$ cat config.mk
export PLATFORM = sky130hd
export DESIGN_NAME = rectangle_edge_sampler_unit
export DESIGN_NICKNAME = d
export VERILOG_FILES = /design/src/rtl/resamp_pkg.sv /design/src/rtl/rectangle_edge_sampler_unit.sv
export VERILOG_INCLUDE_DIRS = /design/src /design/src/rtl
export SDC_FILE = /design/constraint.sdc
export NUM_CORES = 2
export LEC_CHECK = 0
export BUFFER_PORTS_ARGS = -buffer_cell sky130_fd_sc_hd__buf_2
export CORE_ASPECT_RATIO = 0.6
export CORE_MARGIN = 2
export CORE_UTILIZATION = 40
export DETAILED_ROUTE_END_ITERATION = 8
export SYNTH_ARGS = -nofsm -noshare
export SYNTH_HDL_FRONTEND = slang
export SYNTH_SLANG_ARGS = --single-unit
$ cat constraint.sdc
create_clock -name i_clk -period 14.4 [get_ports i_clk]
set_input_delay 2.88 -clock i_clk [delete_from_list [all_inputs] [get_ports i_clk]]
set_output_delay 2.88 -clock i_clk [all_outputs]
set_load 0.03 [all_outputs]
$ cat src/rtl/assert_macros.svh
// ---------------------------------------------------------------------------
// assert_macros.svh
// Assertion helper macros, compiled out when SYNTH is defined.
// ---------------------------------------------------------------------------
`ifndef ASSERT_MACROS_SVH
`define ASSERT_MACROS_SVH

`ifndef SYNTH

`define ASSERT_IMPLY(label, clk, rst_n, cond, prop) \
    label: assert property (@(posedge clk) disable iff (!rst_n) (cond) |-> (prop)) \
        else $error("assertion failed");

`define ASSERT_NEXT(label, clk, rst_n, cond, prop) \
    label: assert property (@(posedge clk) disable iff (!rst_n) (cond) |=> (prop)) \
        else $error("assertion failed");

`else

`define ASSERT_IMPLY(label, clk, rst_n, cond, prop)

`define ASSERT_NEXT(label, clk, rst_n, cond, prop)

`endif

`endif

$ cat src/rtl/resamp_pkg.sv
// ---------------------------------------------------------------------------
// resamp_pkg
// Types and constants of the rectangle edge sampler.
// ---------------------------------------------------------------------------
package resamp_pkg;

    localparam int MAX_EDGE_POINTS = 16;

    localparam int COORD_W = 32;
    localparam int WIDTH_W = 31;
    localparam int MAG_W   = 32;
    localparam int PROD_W  = 2 * MAG_W;
    localparam int LEN_W   = 2 * MAG_W + 1;
    localparam int W2_W    = 2 * WIDTH_W;
    localparam int ACC_W   = W2_W + $clog2((MAX_EDGE_POINTS + 1) * (MAX_EDGE_POINTS + 1) + 1);
    localparam int CNT_W   = $clog2(MAX_EDGE_POINTS + 1);
    localparam int PART_W  = $clog2(MAX_EDGE_POINTS + 2);
    localparam int FR_W    = PART_W + 2;
    localparam int DIVC_W  = $clog2(MAG_W);

    localparam int          APB_DATA_W  = 32;
    localparam int          APB_ADDR_W  = 3;
    localparam logic        REG_SAMPLING_WIDTH = 1'b0;
    localparam logic [30:0] SAMPLING_WIDTH_RST = 31'd256;

    localparam logic [2:0] KIND_CORNER0 = 3'd0;
    localparam logic [2:0] KIND_CORNER1 = 3'd1;
    localparam logic [2:0] KIND_CORNER2 = 3'd2;
    localparam logic [2:0] KIND_CORNER3 = 3'd3;
    localparam logic [2:0] KIND_LEFT    = 3'd4;
    localparam logic [2:0] KIND_RIGHT   = 3'd5;

    typedef struct packed {
        logic signed [COORD_W-1:0] corner0_x;
        logic signed [COORD_W-1:0] corner0_y;
        logic signed [COORD_W-1:0] corner1_x;
        logic signed [COORD_W-1:0] corner1_y;
        logic signed [COORD_W-1:0] corner2_x;
        logic signed [COORD_W-1:0] corner2_y;
        logic signed [COORD_W-1:0] corner3_x;
        logic signed [COORD_W-1:0] corner3_y;
    } t_in_word;

    typedef struct packed {
        logic signed [COORD_W-1:0] point_x;
        logic signed [COORD_W-1:0] point_y;
        logic [2:0]                point_kind;
        logic                      last_point;
    } t_out_word;

endpackage

$ cat src/rtl/rectangle_edge_sampler_unit.sv
// The first word leaves through the output register after S_WSQ and S_CSTART once a rectangle is taken.
// Each edge passes S_CSTART, S_DIFF, S_ABS, S_SQX, S_SQY, S_LEN and the count loop, then, when
// it has n > 0 extra points (the count saturating at MAX_EDGE_POINTS), the divider and
// S_STEP/S_EMIT per point, and S_CEND. The steps are set by the shared squarer, the serial count loop, and the
// bit-serial divider (one quotient bit per cycle, x and y lanes together).
// Reset: synchronous, active low; sampling_width returns to 256, outputs idle.
// ---------------------------------------------------------------------------
// rectangle_edge_sampler_unit
// Emits the four corners of a rectangle and evenly spaced points along the
// left and right edges, using one shared squarer and a bit-serial divider.
// ---------------------------------------------------------------------------
`include "assert_macros.svh"

module rectangle_edge_sampler_unit
    import resamp_pkg::*;
(
    input  logic                  i_clk,
    input  logic                  i_rst_n,
    input  logic                  i_in_valid,
    output logic                  o_in_stall,
    input  t_in_word              i_in_data,
    output logic                  o_out_valid,
    input  logic                  i_out_stall,
    output t_out_word             o_out_data,
    input  logic                  psel,
    input  logic                  penable,
    input  logic                  pwrite,
    input  logic [APB_ADDR_W-1:0] paddr,
    input  logic [APB_DATA_W-1:0] pwdata,
    output logic [APB_DATA_W-1:0] prdata,
    output logic                  pready
);

    typedef enum logic [13:0] {
        S_IDLE    = 14'b00000000000001,
        S_WSQ     = 14'b00000000000010,
        S_CSTART  = 14'b00000000000100,
        S_DIFF    = 14'b00000000001000,
        S_ABS     = 14'b00000000010000,
        S_SQX     = 14'b00000000100000,
        S_SQY     = 14'b00000001000000,
        S_LEN     = 14'b00000010000000,
        S_COUNT   = 14'b00000100000000,
        S_DIVINIT = 14'b00001000000000,
        S_DIV     = 14'b00010000000000,
        S_STEP    = 14'b00100000000000,
        S_EMIT    = 14'b01000000000000,
        S_CEND    = 14'b10000000000000
    } t_state;

    t_state r_state, n_state;
    logic   r_side;
    logic   r_out_valid;
    logic [WIDTH_W-1:0] r_width;

    t_in_word  r_in;
    t_out_word r_out;
    logic [W2_W-1:0]   r_w2;
    logic [MAG_W:0]    r_dx, r_dy;
    logic              r_negx, r_negy;
    logic [MAG_W-1:0]  r_magx, r_magy;
    logic [LEN_W-1:0]  r_len;
    logic [PROD_W-1:0] r_ysq;
    logic [ACC_W-1:0]  r_sq, r_t;
    logic [CNT_W-1:0]  r_k, r_n, r_i;
    logic [PART_W-1:0] r_p;
    logic [PART_W-1:0] r_remx, r_remy;
    logic [MAG_W-1:0]  r_quox, r_quoy;
    logic [DIVC_W-1:0] r_divcnt;
    logic [FR_W-1:0]   r_frx, r_fry;
    logic [MAG_W-1:0]  r_accx, r_accy;

    logic [COORD_W-1:0] sx, sy, ex, ey;
    logic [MAG_W-1:0]   mul_a;
    logic [PROD_W-1:0]  mul_p;
    logic               out_free;
    logic               emit;
    t_out_word          emit_data;
    logic [PART_W:0]    shx, shy;
    logic               qbx, qby;
    logic [FR_W-1:0]    two_p, sumx, sumy;
    logic               cyx, cyy;
    logic [MAG_W:0]     ptx, pty;
    logic               cfg_we;

    // configuration port
    assign pready = 1'b1;
    assign cfg_we = psel && penable && pwrite && (paddr[2] == REG_SAMPLING_WIDTH);
    assign prdata = (paddr[2] == REG_SAMPLING_WIDTH) ? {1'b0, r_width} : '0;

    // edge endpoints
    assign sx = r_side ? r_in.corner2_x : r_in.corner0_x;
    assign sy = r_side ? r_in.corner2_y : r_in.corner0_y;
    assign ex = r_side ? r_in.corner3_x : r_in.corner1_x;
    assign ey = r_side ? r_in.corner3_y : r_in.corner1_y;

    // shared squarer
    always_comb begin
        case (r_state)
            S_WSQ:   mul_a = {1'b0, r_width};
            S_SQX:   mul_a = r_magx;
            S_SQY:   mul_a = r_magy;
            default: mul_a = r_magx;
        endcase
    end
    assign mul_p = mul_a * mul_a;

    // divider step, both lanes
    assign shx = {r_remx, r_quox[MAG_W-1]};
    assign shy = {r_remy, r_quoy[MAG_W-1]};
    assign qbx = shx >= {1'b0, r_p};
    assign qby = shy >= {1'b0, r_p};

    // rounding accumulator step
    assign two_p = {1'b0, r_p, 1'b0};
    assign sumx  = r_frx + {1'b0, r_remx, 1'b0};
    assign sumy  = r_fry + {1'b0, r_remy, 1'b0};
    assign cyx   = sumx >= two_p;
    assign cyy   = sumy >= two_p;

    // interpolated point
    assign ptx = r_negx ? ({sx[COORD_W-1], sx} - {1'b0, r_accx})
                        : ({sx[COORD_W-1], sx} + {1'b0, r_accx});
    assign pty = r_negy ? ({sy[COORD_W-1], sy} - {1'b0, r_accy})
                        : ({sy[COORD_W-1], sy} + {1'b0, r_accy});

    assign out_free = !r_out_valid || !i_out_stall;
    assign emit = out_free && ((r_state == S_CSTART) || (r_state == S_EMIT) ||
                               (r_state == S_CEND));

    always_comb begin
        emit_data = '0;
        case (r_state)
            S_CSTART: begin
                emit_data.point_x    = sx;
                emit_data.point_y    = sy;
                emit_data.point_kind = r_side ? KIND_CORNER2 : KIND_CORNER0;
            end
            S_EMIT: begin
                emit_data.point_x    = ptx[COORD_W-1:0];
                emit_data.point_y    = pty[COORD_W-1:0];
                emit_data.point_kind = r_side ? KIND_RIGHT : KIND_LEFT;
            end
            S_CEND: begin
                emit_data.point_x    = ex;
                emit_data.point_y    = ey;
                emit_data.point_kind = r_side ? KIND_CORNER3 : KIND_CORNER1;
                emit_data.last_point = r_side;
            end
            default: emit_data = '0;
        endcase
    end

    // sequencer
    always_comb begin
        n_state = r_state;
        case (r_state)
            S_IDLE:    if (i_in_valid) n_state = S_WSQ;
            S_WSQ:     n_state = S_CSTART;
            S_CSTART:  if (out_free) n_state = S_DIFF;
            S_DIFF:    n_state = S_ABS;
            S_ABS:     n_state = S_SQX;
            S_SQX:     n_state = S_SQY;
            S_SQY:     n_state = S_LEN;
            S_LEN:     n_state = S_COUNT;
            S_COUNT: begin
                if (({{(ACC_W-LEN_W){1'b0}}, r_len} <= r_sq) ||
                    (r_k == CNT_W'(MAX_EDGE_POINTS))) begin
                    n_state = S_DIVINIT;
                end
            end
            S_DIVINIT: n_state = (r_n == '0) ? S_CEND : S_DIV;
            S_DIV:     if (r_divcnt == DIVC_W'(MAG_W - 1)) n_state = S_STEP;
            S_STEP:    n_state = S_EMIT;
            S_EMIT:    if (out_free) n_state = (r_i == r_n) ? S_CEND : S_STEP;
            S_CEND:    if (out_free) n_state = r_side ? S_IDLE : S_CSTART;
            default:   n_state = S_IDLE;
        endcase
    end

    assign o_in_stall  = (r_state != S_IDLE);
    assign o_out_valid = r_out_valid;
    assign o_out_data  = r_out;

    always_ff @(posedge i_clk) begin
        if (!i_rst_n) begin
            r_state     <= S_IDLE;
            r_side      <= 1'b0;
            r_out_valid <= 1'b0;
            r_width     <= SAMPLING_WIDTH_RST;
        end else begin
            r_state <= n_state;
            if (cfg_we) r_width <= pwdata[WIDTH_W-1:0];
            if (r_state == S_IDLE) r_side <= 1'b0;
            else if ((r_state == S_CEND) && out_free) r_side <= 1'b1;
            if (emit) r_out_valid <= 1'b1;
            else if (!i_out_stall) r_out_valid <= 1'b0;
        end
    end

    always_ff @(posedge i_clk) begin
        if (emit) r_out <= emit_data;
        case (r_state)
            S_IDLE: begin
                if (i_in_valid) r_in <= i_in_data;
            end
            S_WSQ: begin
                r_w2 <= mul_p[W2_W-1:0];
            end
            S_DIFF: begin
                r_dx <= {ex[COORD_W-1], ex} - {sx[COORD_W-1], sx};
                r_dy <= {ey[COORD_W-1], ey} - {sy[COORD_W-1], sy};
            end
            S_ABS: begin
                r_negx <= r_dx[MAG_W];
                r_negy <= r_dy[MAG_W];
                r_magx <= r_dx[MAG_W] ? MAG_W'(-r_dx) : r_dx[MAG_W-1:0];
                r_magy <= r_dy[MAG_W] ? MAG_W'(-r_dy) : r_dy[MAG_W-1:0];
            end
            S_SQX: begin
                r_len <= {1'b0, mul_p};
            end
            S_SQY: begin
                r_ysq <= mul_p;
            end
            S_LEN: begin
                r_len <= r_len + {1'b0, r_ysq};
                r_sq  <= ACC_W'(r_w2);
                r_t   <= ACC_W'(r_w2) + (ACC_W'(r_w2) << 1);
                r_k   <= CNT_W'(1);
                r_n   <= '0;
            end
            S_COUNT: begin
                if ({{(ACC_W-LEN_W){1'b0}}, r_len} > r_sq) begin
                    r_n  <= r_k;
                    r_k  <= r_k + CNT_W'(1);
                    r_sq <= r_sq + r_t;
                    r_t  <= r_t + (ACC_W'(r_w2) << 1);
                end
            end
            S_DIVINIT: begin
                r_p      <= PART_W'(r_n) + PART_W'(1);
                r_remx   <= '0;
                r_remy   <= '0;
                r_quox   <= r_magx;
                r_quoy   <= r_magy;
                r_divcnt <= '0;
                r_frx    <= FR_W'(r_n) + FR_W'(1);
                r_fry    <= FR_W'(r_n) + FR_W'(1);
                r_accx   <= '0;
                r_accy   <= '0;
                r_i      <= CNT_W'(1);
            end
            S_DIV: begin
                r_remx   <= qbx ? PART_W'(shx - {1'b0, r_p}) : shx[PART_W-1:0];
                r_remy   <= qby ? PART_W'(shy - {1'b0, r_p}) : shy[PART_W-1:0];
                r_quox   <= {r_quox[MAG_W-2:0], qbx};
                r_quoy   <= {r_quoy[MAG_W-2:0], qby};
                r_divcnt <= r_divcnt + DIVC_W'(1);
            end
            S_STEP: begin
                r_frx  <= cyx ? sumx - two_p : sumx;
                r_fry  <= cyy ? sumy - two_p : sumy;
                r_accx <= r_accx + r_quox + MAG_W'(cyx);
                r_accy <= r_accy + r_quoy + MAG_W'(cyy);
            end
            S_EMIT: begin
                if (out_free) r_i <= r_i + CNT_W'(1);
            end
            default: begin
                r_divcnt <= r_divcnt;
            end
        endcase
    end

    `ASSERT_IMPLY(a_count_max, i_clk, i_rst_n, r_state == S_DIVINIT, r_n <= CNT_W'(MAX_EDGE_POINTS))
    `ASSERT_IMPLY(a_emit_index, i_clk, i_rst_n, r_state == S_EMIT, (r_i != '0) && (r_i <= r_n))
    `ASSERT_IMPLY(a_frac_range, i_clk, i_rst_n, r_state == S_STEP, (r_frx < two_p) && (r_fry < two_p))
    `ASSERT_NEXT(a_last_idle, i_clk, i_rst_n, emit && emit_data.last_point, r_state == S_IDLE)

endmodule
* After elaboration in Yosys (flattened, before gate mapping) *
Cells that the tools add are included.

word-level totals
  bits in registers = 1013
  input bits = 298
  output and inout bits = 103
  logic and storage cells = 174

operators by class
  add/subtract/negate cells = 27
  $mul = 1
  $lt $le $gt $ge = 6
  eq/ne operators = 26
  muxes and demuxes = 50
  bitwise logic cells = 2
  reductions and logical operators = 22

operators with widths
  kind                                                         number
  32-bit case mux with 2 select lines                          5
  71-bit case mux with 2 select lines                          2
  32-bit 2-to-1 mux                                            8
  67-bit case mux with 3 select lines                          1
  14-bit case mux with 14 select lines                         1
  71-bit 2-to-1 mux                                            2
  65-bit case mux with 2 select lines                          1
  32-bit adder                                                 4
  14-bit 2-to-1 mux                                            8
  71-bit by 63-bit adder with 71-bit output                    1
  71-bit adder                                                 1
  65-bit by 71-bit greater-than comparator with 1-bit output   1
  65-bit by 71-bit less-or-equal comparator with 1-bit output  1
  32-bit by 32-bit subtractor with 33-bit output               2
  65-bit by 64-bit adder with 65-bit output                    1
  32-bit by 1-bit adder with 32-bit output                     2
  62-bit by 63-bit adder with 64-bit output                    1
  32-bit by 32-bit multiplier with 64-bit output               1
  32-bit negation                                              2
  32-bit subtractor                                            2
  5-bit case mux with 2 select lines                           6
  31-bit 2-to-1 mux                                            1
  7-bit case mux with 2 select lines                           2
  5-bit 2-to-1 mux                                             5
  39 further kinds                                             73

* Longest topological paths before layout *
  depth after elaboration = 5
  mapped depth = 40
  mapped depth without buffers = 37

* Worst setup path before layout *
OpenSTA, ideal clock, no wires.

  kind = flip-flop to flip-flop
  from = register r_state[7]
  to = register r_len[56] (data pin)
  library setup time = 0.260 ns
  arrival time = 11.414 ns
  data required time = 14.140 ns
  slack = 2.726 ns
  cell stages (with the launch flop) = 36
  path buffers = 6
  clock period less this slack = 11.674 ns
  cell sequence = dfxtp_1 clkbuf_1 nor4_1 nand3_1 nor4_1 clkbuf_1 buf_1 a221oi_1 clkbuf_1 clkbuf_1 nor2_1 fa_1 fa_1 fa_1 inv_1 fa_1 inv_1 fa_1 fa_1 fa_1 inv_1 fa_1 inv_1 ha_1 clkbuf_1 a21oi_1 o21ai_0 a31oi_1 o31ai_1 a31oi_1 o21ai_0 a2111oi_0 o31a_1 o21ai_0 xor2_1 mux2_2

on the way
  word-level cells in the longest chain between the ends = 4
  elaborated cells on any way between the ends = 7
  classes of those cells = mul: 1; eq/ne: 4; mux: 2

RTL lines
  item                                                                                                           line                                source
  from (decl)                                                                                                    rectangle_edge_sampler_unit.sv:51   t_state r_state, n_state;
  from (signal assigned)                                                                                         rectangle_edge_sampler_unit.sv:192  r_state <= n_state;
  14-bit by 7-bit == test with 1-bit output / 14-bit by 2-bit == test with 1-bit output (equally long branches)  rectangle_edge_sampler_unit.sv:99   case (r_state)
  32-bit case mux with 2 select lines *                                                                          rectangle_edge_sampler_unit.sv:99
  32-bit by 32-bit multiplier with 64-bit output *                                                               rectangle_edge_sampler_unit.sv:106  assign mul_p = mul_a * mul_a;
  via mul_p[56]                                                                                                  rectangle_edge_sampler_unit.sv:75   logic [PROD_W-1:0] mul_p;
  65-bit case mux with 2 select lines *                                                                          rectangle_edge_sampler_unit.sv:203  case (r_state)
  to (signal assigned)                                                                                           rectangle_edge_sampler_unit.sv:221  r_len <= {1'b0, mul_p};
  to (signal assigned)                                                                                           rectangle_edge_sampler_unit.sv:227  r_len <= r_len + {1'b0, r_ysq};
  to (decl)                                                                                                      rectangle_edge_sampler_unit.sv:62   logic [LEN_W-1:0] r_len;

Mark *: on every way through the listed nets, which the timed path passes. The rest lies on a longest branch.
A chain may end at the register's enable or synchronous reset.

* Worst setup path after layout *
  from = register r_state[11]
  to = register r_len[57] (data pin)

Same word-level chain as after synthesis.

==> flow_metrics.tcl <==
set metrics [dict create \
    outcome "finished with violations" \
    violations "design-rule violations" \
    crit_fanout 32 \
    slowest_stage "clkinv_1" \
    first_iter_violations 7341 \
    crit_type "reg2reg" \
    area_growth_pct 9.81 \
    grt_pass1_wl_mm 448 \
    tightest_slew_ns 1.27 \
    grt_setup_unrepaired "false" \
    antenna_found_initial 20 \
    final_cells 13100 \
    portBuffers 395 \
    synth_seq_cells 1010 \
    synthTopCellsByArea "edfxtp_1, fa_1, ha_1" \
    cts_resized 0 \
    yosysSeqAreaShare_pct 31.4 \
    tns_ns 0 \
    first_global_vias 71800 \
    post_cts_buffers 0 \
    slew_violations 0 \
    slew_headroom_pct 15.2 \
    drv_cap 0 \
    vias 73500 \
    synth_cell_type_count 100 \
    synth_cells 9624 \
    grt_max_degree 99 \
    finalHoldViolations 0 \
    start_kind "flip-flop" \
    cp_data_arrival_time_ns 13.37 \
    placed_cells 12900 \
    ant_nets 0 \
    wl_mm 298 \
    nets 11800 \
    rows 138 \
    die_h_um 382 \
    power.total_uw 23200 \
    htree_levels 3 \
    holdWs_ns 0.486 \
    critical_path.max_stage_delay_ns 0.76 \
    cts_sinks 1010 \
    cts_hold_buf 0 \
    die-area_mm2 0.242 \
    yosys_most_used_dff "edfxtp_1" \
    viasPerCell 5.60 \
    hpwl_mm 236 \
    fmax_ghz 0.0785 \
    yosysWarnings 0 \
    netlist_area_mm2 0.0951 \
    p_per_area_mw_per_mm2 222 \
    grt_usage_pct 24.3 \
    synth_edf_count 963 \
    grt_overflow_total 0 \
    ios 401 \
    globalplace.congestion 0.977 \
    drc 2 \
    start_util_pct 40.3 \
    period_needed_ns 12.75 \
    worstSkewPairLatency_ns 0.79 \
    finalCritPeriodShare_pct 88.5 \
    clockBufferDepth 3 \
    synth_top_area_share_pct 30.4 \
    p_leak_uw 0.0456 \
    core_region_area_mm2 0.236 \
    tritoncts "done" \
    drive_above_1_share_pct 9.72 \
    avgSynthCellArea_um2 9.88 \
    required_ns 15.02 \
    first_pass_iters 8 \
    final-setup-viol-count 0 \
    path_clk_slew_ns 0.06 \
    async_flop_share_pct 0 \
    endpoint_kind "flip-flop" \
    cts_made_buffers 105 \
    clock-root-buffer "clkbuf_16" \
    crit_top_cell "fa_1" \
    wire_per_inst_um 22.7 \
    skew_ns 0.0843 \
    min_path_type "reg2reg" \
    die_x_um 634 \
    synth_top_area_cell "edfxtp_1" \
    ir_drop_v 0.000536 \
]
-- path summary, 6_finish.rpt --
| check | startpoint | end | slack (ns) | depth (start not counted) |
|---|---|---|---|---|
| max | r_state[11] | r_len[57] | 1.65 | 34 |
| min | r_width[26] | r_width[26] | 0.49 | 2 |
| max reg2reg | r_state[11] | r_len[57] | 1.65 | 34 |
| min reg2reg | r_width[26] | r_width[26] | 0.49 | 2 |
-- final cells by class --
| type | count | area, µm² |
|---|---|---|
| diodes | 2 | 5.00 |
| clock buffers | 132 | 2770 |
| clock inverters | 63 | 798 |
| fillers | 22300 | 132000 |
| inverters | 1322 | 4960 |
| multi-input cells | 6958 | 59300 |
| flip-flops and latches | 1010 | 29900 |
| well taps | 3150 | 3940 |
| repair buffers | 503 | 2810 |
-- cells in the mapped netlist, drive strengths merged, types with 37 or more instances --
library cell	n
mux2	191
o21a	68
and3	59
nand2b	56
ha	838
nor2b	84
a22oi	50
a221oi	37
nand4	98
a21oi	592
inv	1318
or3	46
dfxtp	47
nand2	808
and2	79
o31ai	55
nor2	707
nor3	121
o21bai	86
edfxtp	963
xor2	214
fa	808
xnor2	419
a31oi	73
a211oi	67
clkbuf	299
nand3	117
o21ai	498
a21o	310
-- worst max-delay path: cells and delay by family, from the launching register on --
kind                       cells  cell delay [ns]
AOI/OAI and AO/OA              7             2.34
xor gates and xnor gates       1             0.50
adders and majority gates      9             4.46
buffers and inverters          8             1.82
DFF                            1             0.35
muxes                          1             0.27
and+or+nand+nor                8             2.78
-- placed cells by master (no fill, tap or decap), types with 24 or more instances in the layout --
cell,netlist,final
inv_1,1313,1313
buf_4,2,106
edfxtp_1,963,963
ha_1,838,838
and3_1,59,59
a221o_1,35,35
clkbuf_16,0,106
a21boi_0,31,31
a21oi_1,592,590
nor2b_1,84,84
a31o_2,26,26
o21a_1,68,68
mux2i_1,33,33
o211ai_1,31,31
nand2b_1,55,55
nor3_1,121,119
a22oi_1,50,50
nand2_1,808,804
o21bai_1,86,86
nor4_1,30,29
buf_2,5,395
or3_1,44,44
a21o_1,310,310
o21ai_0,491,491
nor2_1,706,705
xnor2_1,419,419
a31oi_1,72,72
dfxtp_1,47,46
o31ai_1,54,54
nand4_1,98,98
mux2_2,191,191
and2_1,59,58
a211oi_1,67,67
clkbuf_1,298,24
fa_1,808,808
xor2_1,214,214
nand3_1,117,117
-- power breakdown --
group          internal [µW]  leakage (µW)  switching, µW  total, µW
clock                   1600       0.00170           1300       2900
sequential              4730       0.00892            149       4880
combinational           5120        0.0350          10300      15400
total                  11400        0.0456          11700      23200
-- logic make-up (layout without fill, tap and decap cells) --
group,after synthesis,in the layout,synth area share (%)
and+or+nand+nor,2328,2328,11.2
AOI/OAI and AO/OA,2124,2124,14.3
buffers and inverters,1657,2020,6.55
adders and majority gates,1646,1646,28.0
DFF,1010,1010,31.4
xor gates and xnor gates,633,633,5.83
muxes,224,224,2.61
other,2,5,0.00790
-- per-stage QoR --
stage                     worst slack, ns  utilization (%)  instance area [µm²]
after floorplan                      2.73                -                95100
after global placement               2.29             42.7               101000
after detailed placement             2.07             42.7               101000
after CTS                            1.99             44.2               104000
after global routing                 1.34             44.2               104000
final                                1.65             44.3               104000
-- layer usage --
metal	GRT usage, %	vias up	part of all wire, %
met3	7.58	282	12
met5	0	-	0.0090
li1	-	33800	-
met2	32.2	3100	38
met4	4.10	4	1.7
met1	38.2	36300	48
-- state kept, by name, summed over array words and instances (netlist names), 7 cells and up --
name,cells
o_out_data,68
r_accx,32
r_accy,32
r_dx,33
r_dy,33
r_frx,7
r_in,256
r_len,65
r_magx,32
r_magy,32
r_quox,32
r_quoy,32
r_sq,71
r_state,14
r_t,71
r_w2,61
r_width,31
r_ysq,63
(Power assumes the default switching activity.)
